`config.mk`:
```
export PLATFORM = sky130hd
export DESIGN_NAME = swd_host_transfer_engine
export DESIGN_NICKNAME = d
export VERILOG_FILES = /design/src/rtl/core/swd_pkg.sv /design/src/rtl/core/swd_host_transfer_engine.sv
export VERILOG_INCLUDE_DIRS = /design/src /design/src/rtl/core
export SDC_FILE = /design/constraint.sdc
export NUM_CORES = 1
export LEC_CHECK = 0
export BUFFER_PORTS_ARGS = -buffer_cell sky130_fd_sc_hd__buf_2
export CORE_MARGIN = 5
export CORE_UTILIZATION = 55
export CTS_BUF_LIST = sky130_fd_sc_hd__clkbuf_4
export DETAILED_ROUTE_END_ITERATION = 12
export PLACE_DENSITY = 0.82
export SLEW_MARGIN = 40
export SYNTH_ARGS = -nofsm -noshare
export SYNTH_HDL_FRONTEND = slang
export SYNTH_SLANG_ARGS = --single-unit
```
`constraint.sdc`:
```
create_clock -name clk -period 10.3 [get_ports clk]
set_clock_uncertainty 0.1 [all_clocks]
set_input_delay 0.515 -clock clk [delete_from_list [all_inputs] [get_ports clk]]
set_output_delay 0.515 -clock clk [all_outputs]
set_load 0.05 [all_outputs]
```
`src/rtl/core/swd_host_transfer_engine_macros.svh`:
```
// ----------------------------------------------------------------------------
// SWD host transfer engine: assertion macros
// Shared property wrappers for the concurrent checks in the RTL.
// ----------------------------------------------------------------------------
`ifndef SWD_HOST_TRANSFER_ENGINE_MACROS_SVH
`define SWD_HOST_TRANSFER_ENGINE_MACROS_SVH

// Same-cycle implication, disabled while reset is asserted
`define SWD_ASSERT_SAME(label, clk, rst_n, ante, cons, msg) \
	label: assert property (@(posedge clk) disable iff (!rst_n) (ante) |-> (cons)) \
		else $error(msg);

// Next-cycle implication, disabled while reset is asserted
`define SWD_ASSERT_NEXT(label, clk, rst_n, ante, cons, msg) \
	label: assert property (@(posedge clk) disable iff (!rst_n) (ante) |=> (cons)) \
		else $error(msg);

`endif

```
`src/rtl/core/swd_pkg.sv`:
```
// ----------------------------------------------------------------------------
// SWD host transfer engine: package
// Phase encoding, acknowledge and status codes, register map and header bits.
// ----------------------------------------------------------------------------
`default_nettype none

package swd_pkg;

	localparam int unsigned DATA_WIDTH = 32;
	localparam int unsigned CNT_W      = 6;

	// Transfer phases
	typedef enum logic [3:0] {
		PH_IDLE   = 4'd0,
		PH_HDR    = 4'd1,
		PH_TRN_A  = 4'd2,
		PH_ACK    = 4'd3,
		PH_TRN_R  = 4'd4,
		PH_RDATA  = 4'd5,
		PH_RPAR   = 4'd6,
		PH_TRN_RD = 4'd7,
		PH_TRN_WR = 4'd8,
		PH_WDATA  = 4'd9,
		PH_WPAR   = 4'd10
	} phase_t;

	// Item commands
	localparam logic CMD_REQ  = 1'b0;
	localparam logic CMD_TICK = 1'b1;

	// Acknowledge codes
	localparam logic [2:0] ACK_OK   = 3'd1;
	localparam logic [2:0] ACK_WAIT = 3'd2;

	// Completion status codes
	localparam logic [1:0] ST_OK       = 2'd0;
	localparam logic [1:0] ST_WAIT     = 2'd1;
	localparam logic [1:0] ST_FAULT    = 2'd2;
	localparam logic [1:0] ST_PARITY   = 2'd3;

	// Register select (byte address bit 2)
	localparam logic REG_RETRY = 1'b0;
	localparam logic REG_TRN   = 1'b1;

	localparam int unsigned HDR_BITS = 8;
	localparam int unsigned ACK_BITS = 3;

	// Header bit by position: start, APnDP, RnW, A2, A3, parity, stop, park
	function automatic logic header_bit(input logic [3:0] req, input logic [2:0] pos);
		logic b;
		case (pos)
			3'd0:    b = 1'b1;
			3'd1:    b = req[0];
			3'd2:    b = req[1];
			3'd3:    b = req[2];
			3'd4:    b = req[3];
			3'd5:    b = ^req;
			3'd6:    b = 1'b0;
			default: b = 1'b1;
		endcase
		return b;
	endfunction

	// Host owns the line in these phases
	function automatic logic host_drives(input phase_t ph);
		return (ph == PH_IDLE) || (ph == PH_HDR) || (ph == PH_WDATA) || (ph == PH_WPAR);
	endfunction

endpackage

`default_nettype wire

```
`src/rtl/core/swd_host_transfer_engine.sv`:
```
// Result: the result word of an accepted input word is registered and valid in the next cycle.
// Throughput: one word per cycle; the single output register is the only
//   buffering, so input stalls only while that register is full and stalled.
// Reset: arst_n clears phase, counters and output valid; retry_limit returns
//   to 3 and turnaround_cycles to 1.
// ----------------------------------------------------------------------------
// SWD host transfer engine
// One SWCLK period per tick word: header, turnaround, acknowledge with retry,
// read or write data phase with parity, and a done word with status.
// ----------------------------------------------------------------------------
`default_nettype none

`include "swd_host_transfer_engine_macros.svh"

module swd_host_transfer_engine (
	input  wire logic                           clk,
	input  wire logic                           arst_n,
	// input channel
	input  wire logic                           in_valid,
	output logic                                in_stall,
	input  wire logic                           cmd,
	input  wire logic [3:0]                     request_bits,
	input  wire logic [swd_pkg::DATA_WIDTH-1:0] write_word,
	input  wire logic                           line_in,
	// output channel
	output logic                                out_valid,
	input  wire logic                           out_stall,
	output logic                                line_out,
	output logic                                line_drive,
	output logic                                busy_res,
	output logic                                done_res,
	output logic [1:0]                          status,
	output logic [2:0]                          last_ack,
	output logic [swd_pkg::DATA_WIDTH-1:0]      read_word,
	// configuration port
	input  wire logic                           psel,
	input  wire logic                           penable,
	input  wire logic                           pwrite,
	input  wire logic [2:0]                     paddr,
	input  wire logic [31:0]                    pwdata,
	output logic [31:0]                         prdata,
	output logic                                pready
);
	import swd_pkg::*;

	// configuration registers
	logic [3:0] retry_q;
	logic [2:0] trn_q;

	// transfer state
	phase_t                  phase_q, phase_d;
	logic [CNT_W-1:0]        bit_count_q, bit_count_d;
	logic [DATA_WIDTH-1:0]   shift_word_q, shift_word_d;
	logic                    parity_q, parity_d;
	logic [3:0]              tries_q, tries_d;
	logic [3:0]              held_req_q, held_req_d;
	logic [2:0]              ack_q, ack_d;

	// output register
	logic                    out_valid_q;
	logic                    line_out_q, line_drive_q, busy_q, done_q;
	logic [1:0]              status_q;
	logic [2:0]              last_ack_q;
	logic [DATA_WIDTH-1:0]   read_word_q;

	// per-item combinational results
	logic                    lo_c, drv_c, done_c;
	logic [1:0]              stat_c;
	logic [DATA_WIDTH-1:0]   rword_c;

	logic                    in_acc;
	logic                    cfg_wr;
	logic [CNT_W-1:0]        cnt_inc;
	logic [2:0]              trn_len;
	logic                    trn_end;
	logic [4:0]              bit_pos;

	// handshake
	assign in_stall = out_valid_q && out_stall;
	assign in_acc   = in_valid && !in_stall;
	assign cfg_wr   = psel && penable && pwrite && pready;
	assign pready   = 1'b1;

	// configuration write and read-back
	always_ff @(posedge clk or negedge arst_n) begin
		if (!arst_n) begin
			retry_q <= 4'd3;
			trn_q   <= 3'd1;
		end else if (cfg_wr) begin
			if (paddr[2] == REG_RETRY) begin
				retry_q <= pwdata[3:0];
			end else begin
				trn_q <= pwdata[2:0];
			end
		end
	end

	assign prdata = (paddr[2] == REG_TRN) ? {29'd0, trn_q} : {28'd0, retry_q};

	// shared counters and compares
	assign cnt_inc = bit_count_q + CNT_W'(1);
	assign trn_len = (trn_q == 3'd0) ? 3'd1 : trn_q;
	assign trn_end = cnt_inc >= {{(CNT_W-3){1'b0}}, trn_len};
	assign bit_pos = bit_count_q[4:0];

	// next state
	always_comb begin
		phase_d      = phase_q;
		bit_count_d  = bit_count_q;
		shift_word_d = shift_word_q;
		parity_d     = parity_q;
		tries_d      = tries_q;
		held_req_d   = held_req_q;
		ack_d        = ack_q;
		if (cmd == CMD_REQ) begin
			if (phase_q == PH_IDLE) begin
				held_req_d   = request_bits;
				shift_word_d = write_word;
				tries_d      = (retry_q == 4'd0) ? 4'd1 : retry_q;
				parity_d     = 1'b0;
				bit_count_d  = '0;
				phase_d      = PH_HDR;
			end
		end else begin
			case (phase_q)
				PH_HDR: begin
					bit_count_d = cnt_inc;
					if (bit_count_q >= CNT_W'(HDR_BITS - 1)) begin
						phase_d     = PH_TRN_A;
						bit_count_d = '0;
					end
				end
				PH_TRN_A: begin
					bit_count_d = cnt_inc;
					if (trn_end) begin
						phase_d     = PH_ACK;
						bit_count_d = '0;
						ack_d       = 3'd0;
					end
				end
				PH_ACK: begin
					if (bit_count_q < CNT_W'(ACK_BITS)) begin
						ack_d = ack_q | (3'(line_in) << bit_count_q[1:0]);
					end
					bit_count_d = cnt_inc;
					if (cnt_inc >= CNT_W'(ACK_BITS)) begin
						bit_count_d = '0;
						if (ack_d == ACK_OK) begin
							parity_d = 1'b0;
							phase_d  = held_req_q[1] ? PH_RDATA : PH_TRN_WR;
						end else begin
							tries_d = (tries_q != 4'd0) ? tries_q - 4'd1 : 4'd0;
							phase_d = PH_TRN_R;
						end
					end
				end
				PH_TRN_R: begin
					bit_count_d = cnt_inc;
					if (trn_end) begin
						bit_count_d = '0;
						phase_d     = (tries_q != 4'd0) ? PH_HDR : PH_IDLE;
					end
				end
				PH_RDATA: begin
					shift_word_d[bit_pos] = line_in;
					parity_d              = parity_q ^ line_in;
					bit_count_d           = cnt_inc;
					if (cnt_inc >= CNT_W'(DATA_WIDTH)) begin
						bit_count_d = '0;
						phase_d     = PH_RPAR;
					end
				end
				PH_RPAR: begin
					parity_d    = parity_q ^ line_in;
					bit_count_d = '0;
					phase_d     = PH_TRN_RD;
				end
				PH_TRN_RD: begin
					bit_count_d = cnt_inc;
					if (trn_end) begin
						bit_count_d = '0;
						phase_d     = PH_IDLE;
					end
				end
				PH_TRN_WR: begin
					bit_count_d = cnt_inc;
					if (trn_end) begin
						bit_count_d = '0;
						parity_d    = 1'b0;
						phase_d     = PH_WDATA;
					end
				end
				PH_WDATA: begin
					parity_d    = parity_q ^ shift_word_q[bit_pos];
					bit_count_d = cnt_inc;
					if (cnt_inc >= CNT_W'(DATA_WIDTH)) begin
						bit_count_d = '0;
						phase_d     = PH_WPAR;
					end
				end
				PH_WPAR: begin
					bit_count_d = '0;
					phase_d     = PH_IDLE;
				end
				default: begin
					bit_count_d = '0;
					phase_d     = PH_IDLE;
				end
			endcase
		end
	end

	// result of this word
	always_comb begin
		lo_c    = 1'b0;
		drv_c   = 1'b0;
		done_c  = 1'b0;
		stat_c  = ST_OK;
		rword_c = '0;
		if (cmd == CMD_REQ) begin
			drv_c = host_drives(phase_d);
		end else begin
			case (phase_q)
				PH_HDR: begin
					drv_c = 1'b1;
					lo_c  = header_bit(held_req_q, bit_count_q[2:0]);
				end
				PH_TRN_A, PH_ACK, PH_RDATA, PH_RPAR, PH_TRN_WR: begin
					drv_c = 1'b0;
				end
				PH_TRN_R: begin
					if (trn_end && (tries_q == 4'd0)) begin
						done_c = 1'b1;
						stat_c = (ack_q == ACK_WAIT) ? ST_WAIT : ST_FAULT;
					end
				end
				PH_TRN_RD: begin
					if (trn_end) begin
						done_c  = 1'b1;
						stat_c  = parity_q ? ST_PARITY : ST_OK;
						rword_c = shift_word_q;
					end
				end
				PH_WDATA: begin
					drv_c = 1'b1;
					lo_c  = shift_word_q[bit_pos];
				end
				PH_WPAR: begin
					drv_c  = 1'b1;
					lo_c   = parity_q;
					done_c = 1'b1;
				end
				default: begin
					drv_c = 1'b1;
				end
			endcase
		end
	end

	// advance transfer state on each accepted word
	always_ff @(posedge clk or negedge arst_n) begin
		if (!arst_n) begin
			phase_q      <= PH_IDLE;
			bit_count_q  <= '0;
			shift_word_q <= '0;
			parity_q     <= 1'b0;
			tries_q      <= 4'd0;
			held_req_q   <= 4'd0;
			ack_q        <= 3'd0;
		end else if (in_acc) begin
			phase_q      <= phase_d;
			bit_count_q  <= bit_count_d;
			shift_word_q <= shift_word_d;
			parity_q     <= parity_d;
			tries_q      <= tries_d;
			held_req_q   <= held_req_d;
			ack_q        <= ack_d;
		end
	end

	// output valid: set on accept, drop once taken
	always_ff @(posedge clk or negedge arst_n) begin
		if (!arst_n) begin
			out_valid_q <= 1'b0;
		end else if (in_acc) begin
			out_valid_q <= 1'b1;
		end else if (!out_stall) begin
			out_valid_q <= 1'b0;
		end
	end

	// hold result payload until the next accepted word
	always_ff @(posedge clk) begin
		if (in_acc) begin
			line_out_q   <= lo_c;
			line_drive_q <= drv_c;
			busy_q       <= (phase_d != PH_IDLE);
			done_q       <= done_c;
			status_q     <= stat_c;
			last_ack_q   <= ack_d;
			read_word_q  <= rword_c;
		end
	end

	assign out_valid  = out_valid_q;
	assign line_out   = line_out_q;
	assign line_drive = line_drive_q;
	assign busy_res   = busy_q;
	assign done_res   = done_q;
	assign status     = status_q;
	assign last_ack   = last_ack_q;
	assign read_word  = read_word_q;

	// checks
	`SWD_ASSERT_SAME(a_done_not_busy, clk, arst_n, out_valid_q && done_q, !busy_q, "done word while still busy")
	`SWD_ASSERT_SAME(a_released_low, clk, arst_n, out_valid_q && !line_drive_q, !line_out_q, "released line with nonzero level")
	`SWD_ASSERT_SAME(a_hdr_count, clk, arst_n, phase_q == PH_HDR, bit_count_q < CNT_W'(HDR_BITS), "header bit count out of range")
	`SWD_ASSERT_SAME(a_data_count, clk, arst_n, phase_q == PH_RDATA || phase_q == PH_WDATA, bit_count_q < CNT_W'(DATA_WIDTH), "data bit count out of range")
	`SWD_ASSERT_NEXT(a_wpar_done, clk, arst_n, in_acc && cmd == CMD_TICK && phase_q == PH_WPAR, out_valid_q && done_q && phase_q == PH_IDLE, "write parity tick did not complete")

endmodule

`default_nettype wire

```
==> results of run 1 <==
==> Yosys cell counts (9+ instances only) <==
master,count,share of area (%)
inv_1,12,0.73
a31oi_1,11,1.1
a21oi_1,49,4.0
nand3_1,12,0.97
mux2_2,10,1.8
dfrtp_1,59,24
edfxtp_1,41,20
mux2i_1,22,3.6
o22ai_1,28,2.8
ha_1,9,1.8
clkbuf_1,30,1.8
o21ai_0,22,1.8
nor3_1,18,1.5
nor2_1,23,1.4
and2_1,35,3.5
buf_4,30,3.6
nand2_1,64,3.9
==> stage by stage <==
stage	util, %	cell area [sq um]	std cells
2_1_floorplan	-	6270	650
3_3_place_gp	60.1	6570	819
3_5_place_dp	60.2	6590	819
4_1_cts	61.4	6720	835
5_1_grt	61.6	6740	836
6_report	61.6	6740	836
==> cell usage in the layout, fill, tap and decap left out, types with 4 or more instances in the layout <==
cell      instances
nor3_1           17
a211oi_1          5
and3_1            6
xnor2_1           6
a211o_1           4
nor2b_1           5
conb_1           29
nand4_1           7
nand2_1          63
nand3_1          12
buf_2            96
inv_1            11
o22ai_1          28
mux2i_1          22
nor2_1           23
edfxtp_1         41
buf_4             4
a21oi_1          48
o31ai_1           4
nor3b_1           5
mux4_2            8
ha_1              9
mux2_2           10
nand2b_1          6
and2_1           35
a31oi_1          11
o21ai_0          22
a22oi_1           4
clkbuf_4          9
dfrtp_1          58
==> report_power, final <==
group	internal [W]	total, W	switching, W
Combinational	0.000209	0.000569	0.000360
Clock	0.0000549	0.000208	0.000153
Sequential	0.000506	0.000617	0.000110
Total	0.000770	0.00139	0.000624
==> registers in the layout, indices dropped and copies added, names as in the netlist <==
name,flops
held_req_q,4
status,2
out_valid,1
busy_res,1
line_drive,1
last_ack,3
parity_q,1
shift_word_q,32
retry_q,4
done_res,1
read_word,32
bit_count_q,6
trn_q,3
ack_q,3
tries_q,4
line_out,1
phase_q,4
==> critical path, cell delays in order (launching register included) <==
cell       delay [ns]
dfrtp_1          0.88
ha_1             0.62
ha_1             0.35
inv_1            0.11
ha_1             0.23
or2_2            0.35
a2111oi_4        0.75
o221ai_2         0.20
nor4_2           0.26
nand4b_1         0.16
==> logic make-up after synthesis <==
logic type / after synthesis
AO/OA/AOI/OAI: 165
flip-flops: 103
AND/OR/NAND/NOR: 212
XOR/XNOR: 6
other: 2
buffers and inverters: 85
adder cells (fa/ha/maj): 9
multiplexers: 41
==> layout make-up <==
type / count / area [sq um]
Timing Repair Buffer: 101 / 522
Sequential cell: 103 / 2790
Tap cell: 140 / 175
Fill cell: 959 / 4200
Clock buffer: 9 / 67.6
Inverter: 13 / 51.3
Clock inverter: 7 / 63.8
Multi-Input combinational cell: 462 / 3070
Antenna cell: 1 / 2.50
==> routing by layer <==
layer  GRT usage (%)  wire length, um
met5               0                0
met3            4.80             1400
met4            6.03              174
met2            39.7             7640
met1            34.0             6940
==> worst paths after layout <==
kind                                 startpoint          endpoint  slack, ns
worst max-delay path             bit_count_q[1]          busy_res       6.04
worst min-delay path                     arst_n  shift_word_q[14]      0.001
worst max register to register   bit_count_q[1]          busy_res       6.04
worst min register to register        out_valid         out_valid       0.44
max in group asynchronous                arst_n    bit_count_q[2]       9.64
min in group clk                request_bits[1]     held_req_q[1]       0.13
==> run_results.csv, run 1 <==
group,metric,value,unit
logic_synthesis,synth_seq_cells,103,
power_and_ir_drop,p_leak,2.87,nW
cts,postCtsHoldBufs,0,
route,vias_per_cell,6.21,
cts,clock-sinks,103,
critical_path,cp-start-kind,"flop",
cts,h-tree-depth,3,
cts,cts_resized,0,
placement,dp_hpwl,11200,um
logic_synthesis,async_reset_ff_share,60.2,%
placement,routabilityCongestion,0.906,
status,outcome,"finished, final reports clean",
logic_synthesis,synth_mux_area_share,8.50,%
cts,cts_buffer_depth,2,
route,dr.pass1.iters,5,
die,die_x,116,um
sta,final_max_slew_viol_count,0,
route,wire_per_inst,19.3,um
logic_synthesis,yosysWarningCount,0,
sta,slew_headroom,47.6,%
die,die_h,116,um
die,io_pins,156,
cts,clk_pin_slew,0.19,ns
route,drt_iter0_drc,534,
global_routing,grt_pass1_vias,5126,
cts,root_buffer,"clkbuf_4",
route,route.detailed.drc,0,
cts,insertion_delay,0.48,ns
cells_and_area,final_layout_size_suffix_gt1_share,23.3,%
sta,period_minus_slack,4.26,ns
sta,setup_slack,6.04,ns
sta,fin_hold_ws,0.00118,ns
logic_synthesis,synth_top_family_by_area,"simple AND/OR/NAND/NOR gates",
global_routing,grt_overflow,0,
cells_and_area,layout.nets,779,
critical_path,end_kind,"flop",
logic_synthesis,synthSimpleGateAreaFrac,18.7,%
logic_synthesis,synth_cell_types,74,
sta,fmax,235,MHz
sta,fin_setup_tns,0,ns
critical_path,cp.required,10.41,ns
sta,rsz0062_at_grt,"no",
placement,port_buffers,96,
sta,hold_violations,0,
logic_synthesis,synth_edf_count,41,
logic_synthesis,synth-xor-area-share,0.852,%
global_routing,grt_usage,24.4,%
critical_path,path_class,"reg2reg",
global_routing,antenna_found_initial,1,
critical_path,rr_worst_depth,9,
logic_synthesis,syn_area,0.00617,sq mm
cts,numCtsBuffers,9,
critical_path,crit_path_max_fanout,18,
global_routing,grt_max_degree,66,
hold_path,hp-class,"in2async",
logic_synthesis,ys.flop_type,"dfrtp_1",
route,routed_wl,16100,um
power_and_ir_drop,powerDensity,207,mW/mm^2
cells_and_area,area_delta_synth_final,9.18,%
sta,setup_viol,0,
critical_path,critPathArrivalTime,4.37,ns
cts,cts_setup_buffers,0,
sta,tightest_slew,0.785,ns
logic_synthesis,ys_seq_area_share,45.2,%
route,vias,5188,
route,postRouteAntennaNets,0,
logic_synthesis,synth_area_per_cell,9.91,sq um
placement,place_ws,6.12,ns
logic_synthesis,synth_compound_area_share,17.5,%
logic_synthesis,syn_inst,623,
die,start_util,56.4,%
global_routing,grt_pass1_wl,26000,um
logic_synthesis,synth_fa_ha_area_share,1.82,%
die,num_rows,38,
die,die-area,0.0134,sq mm
power_and_ir_drop,p_total,0.00139,W
sta,fin_crit_sh,41.4,%
cts,cts_tree,"yes",
power_and_ir_drop,ir_worst_vdd,139,uV
die,core_area,0.0109,sq mm
flow_run,cap_violations,0,
(Power assumes the default switching activity.)
==> run 2: changes to the inputs <==
- clock period: 10.3 -> 4.3 ns (I/O delays scaled with it)
==> run_results.csv, run 2 (synthesized netlist as in run 1, its figures left out) <==
group,metric,value,unit
die,die-area,0.0134,sq mm
cells_and_area,fin_area,0.00720,sq mm
global_routing,grt_usage,25.6,%
global_routing,antenna_found_initial,1,
cts,cts_tree,"yes",
cells_and_area,fin_cells,886,
sta,final_max_slew_viol_count,0,
global_routing,grt_overflow,0,
sta,fin_crit_sh,80.4,%
critical_path,reg2reg_setup_slack,0.84,ns
cells_and_area,layout.nets,829,
hold_path,min_from,"cmd",
die,core_area,0.0109,sq mm
route,route.detailed.drc,0,
hold_path,hold_path_end,"tries_q[1]",
cts,clk_pin_slew,0.16,ns
sta,tightest_slew,0.799,ns
placement,placed_area,0.00663,sq mm
critical_path,end_kind,"flop",
placement,routabilityCongestion,0.904,
sta,fmax,289,MHz
cells_and_area,final_layout_size_suffix_gt1_share,22.3,%
power_and_ir_drop,p_sw_share,44.0,%
sta,rsz0062_at_grt,"no",
global_routing,grt_pass1_wl,27000,um
route,vias,5581,
power_and_ir_drop,pwr-share-comb,42.6,%
die,die_h,116,um
sta,fin_setup_tns,0,ns
power_and_ir_drop,p_seq_share,42.7,%
critical_path,cp-start-kind,"flop",
power_and_ir_drop,ir_worst_vdd,384,uV
placement,dp_hpwl,11300,um
route,vias_per_cell,6.30,
cells_and_area,final_cell_mix,"96 x buf_2, 63 x nand2_1, 59 x dfrtp_1",
die,io_pins,156,
route,routed_wl,17000,um
placement,port_buffers,96,
route,wire_per_inst,19.2,um
sta,period_minus_slack,3.46,ns
hold_path,hp-class,"in2reg",
cts,insertion_delay,0.49,ns
critical_path,rr_worst_depth,9,
critical_path,r2r_start,"bit_count_q[0]",
sta,setup_viol,0,
die,start_util,56.4,%
power_and_ir_drop,intPower,0.00191,W
cts,cts_buffer_depth,2,
cts,clock-sinks,103,
critical_path,cp.required,4.44,ns
sta,hold_violations,0,
global_routing,grt_max_degree,63,
critical_path,r2r-end,"read_word[10]",
cts,h-tree-depth,3,
status,outcome,"finished, final reports clean",
die,num_rows,38,
cts,numCtsBuffers,9,
critical_path,crit_path_max_fanout,32,
cells_and_area,area_delta_synth_final,16.7,%
power_and_ir_drop,p_leak,3.09,nW
route,dr.pass1.iters,5,
power_and_ir_drop,powerDensity,474,mW/mm^2
sta,slew_headroom,46.2,%
critical_path,critPathArrivalTime,3.60,ns
hold_path,whs_path_depth,3,
flow_run,cap_violations,0,
placement,dp.cells,826,
critical_path,path_class,"reg2reg",
route,drt_iter0_drc,594,
cells_and_area,layout_commonest_cell,"buf_2",
global_routing,grt_pass1_vias,5286,
route,postRouteAntennaNets,0,
cts,root_buffer,"clkbuf_4",
cts,cts_setup_buffers,0,
power_and_ir_drop,clkPwrFrac,14.7,%
die,die_x,116,um
power_and_ir_drop,p_sw,0.00150,W
==> run 2: cell count changes in the layout (fill, tap and decap cells not counted), moves of 2 or more <==
cell | before | now
nor4_1 | 2 | 4
clkinv_2 | 2 | 0
buf_4 | 4 | 11
clkbuf_4 | 9 | 11
nor4_2 | 3 | 1
dlygate4sd3_1 | 0 | 43
==> run 2: how the worst max path moves through the flow <==
stage	from	end	slack, ns	depth (start not counted)
floorplan	bit_count_q[2]	busy_res	0.95	11
global placement	bit_count_q[0]	read_word[13]	1.01	9
detailed placement	bit_count_q[0]	read_word[14]	0.93	9
CTS	bit_count_q[0]	read_word[10]	0.92	9
global route	bit_count_q[0]	read_word[10]	0.74	9
finish	bit_count_q[0]	read_word[10]	0.84	9
==> run 2: what timing repair did <==
action                                  in CTS  in global routing
hold buffers                                43                  0
endpoints found under the setup margin       0                  0
endpoints found under the hold margin      103                  0
resized for setup                            0                  0
==> run 2: stage by stage <==
stage | total power [W] | hold WS (ns) | util [%] | setup WS (ns)
floorplan | 0.00247 | -0.181 | - | 0.949
global placement | 0.00280 | 0.309 | 60.6 | 1.01
global route | 0.00358 | 0.0835 | 65.9 | 0.740
detailed placement | 0.00285 | 0.308 | 60.7 | 0.934
CTS | 0.00337 | 0.0415 | 65.8 | 0.921
finish | 0.00341 | 0.0589 | 65.9 | 0.842
==> run 2: layer usage <==
metal	up-vias	share of wire, %	GRT usage, %
li1	2486	-	-
met1	2683	40	35.5
met2	359	47	40.9
met3	53	9.4	3.34
met4	0	3.4	10.8
met5	-	0	0
==> run 2: layout make-up <==
type / count / area [sq um]
timing repair buffer: 151 / 1000
antenna: 1 / 2.50
tap: 140 / 175
fill: 858 / 3730
multi-input combinational: 462 / 3060
sequential: 103 / 2790
inverter: 13 / 48.8
clock buffer: 11 / 82.6
clock inverter: 5 / 48.8
==> run 2: power by group through the flow <==
stage	clock [W]	sequential, W	combinational (W)
5_1_grt	0.000542	0.00148	0.00156
6_report	0.000501	0.00146	0.00146
3_3_place_gp	0	0.00145	0.00135
4_1_cts	0.000506	0.00145	0.00142
3_5_place_dp	0	0.00147	0.00138
2_1_floorplan	0	0.00146	0.00102
==> run 2: worst max-delay path, cell delays in order, from the launching register on <==
cell and delay (ns):
dfrtp_1 0.70, inv_1 0.23, ha_1 0.42, ha_1 0.32
a211o_1 0.33, a2111oi_4 0.39, buf_4 0.24, nor4_4 0.04
buf_4 0.23, and2_1 0.19
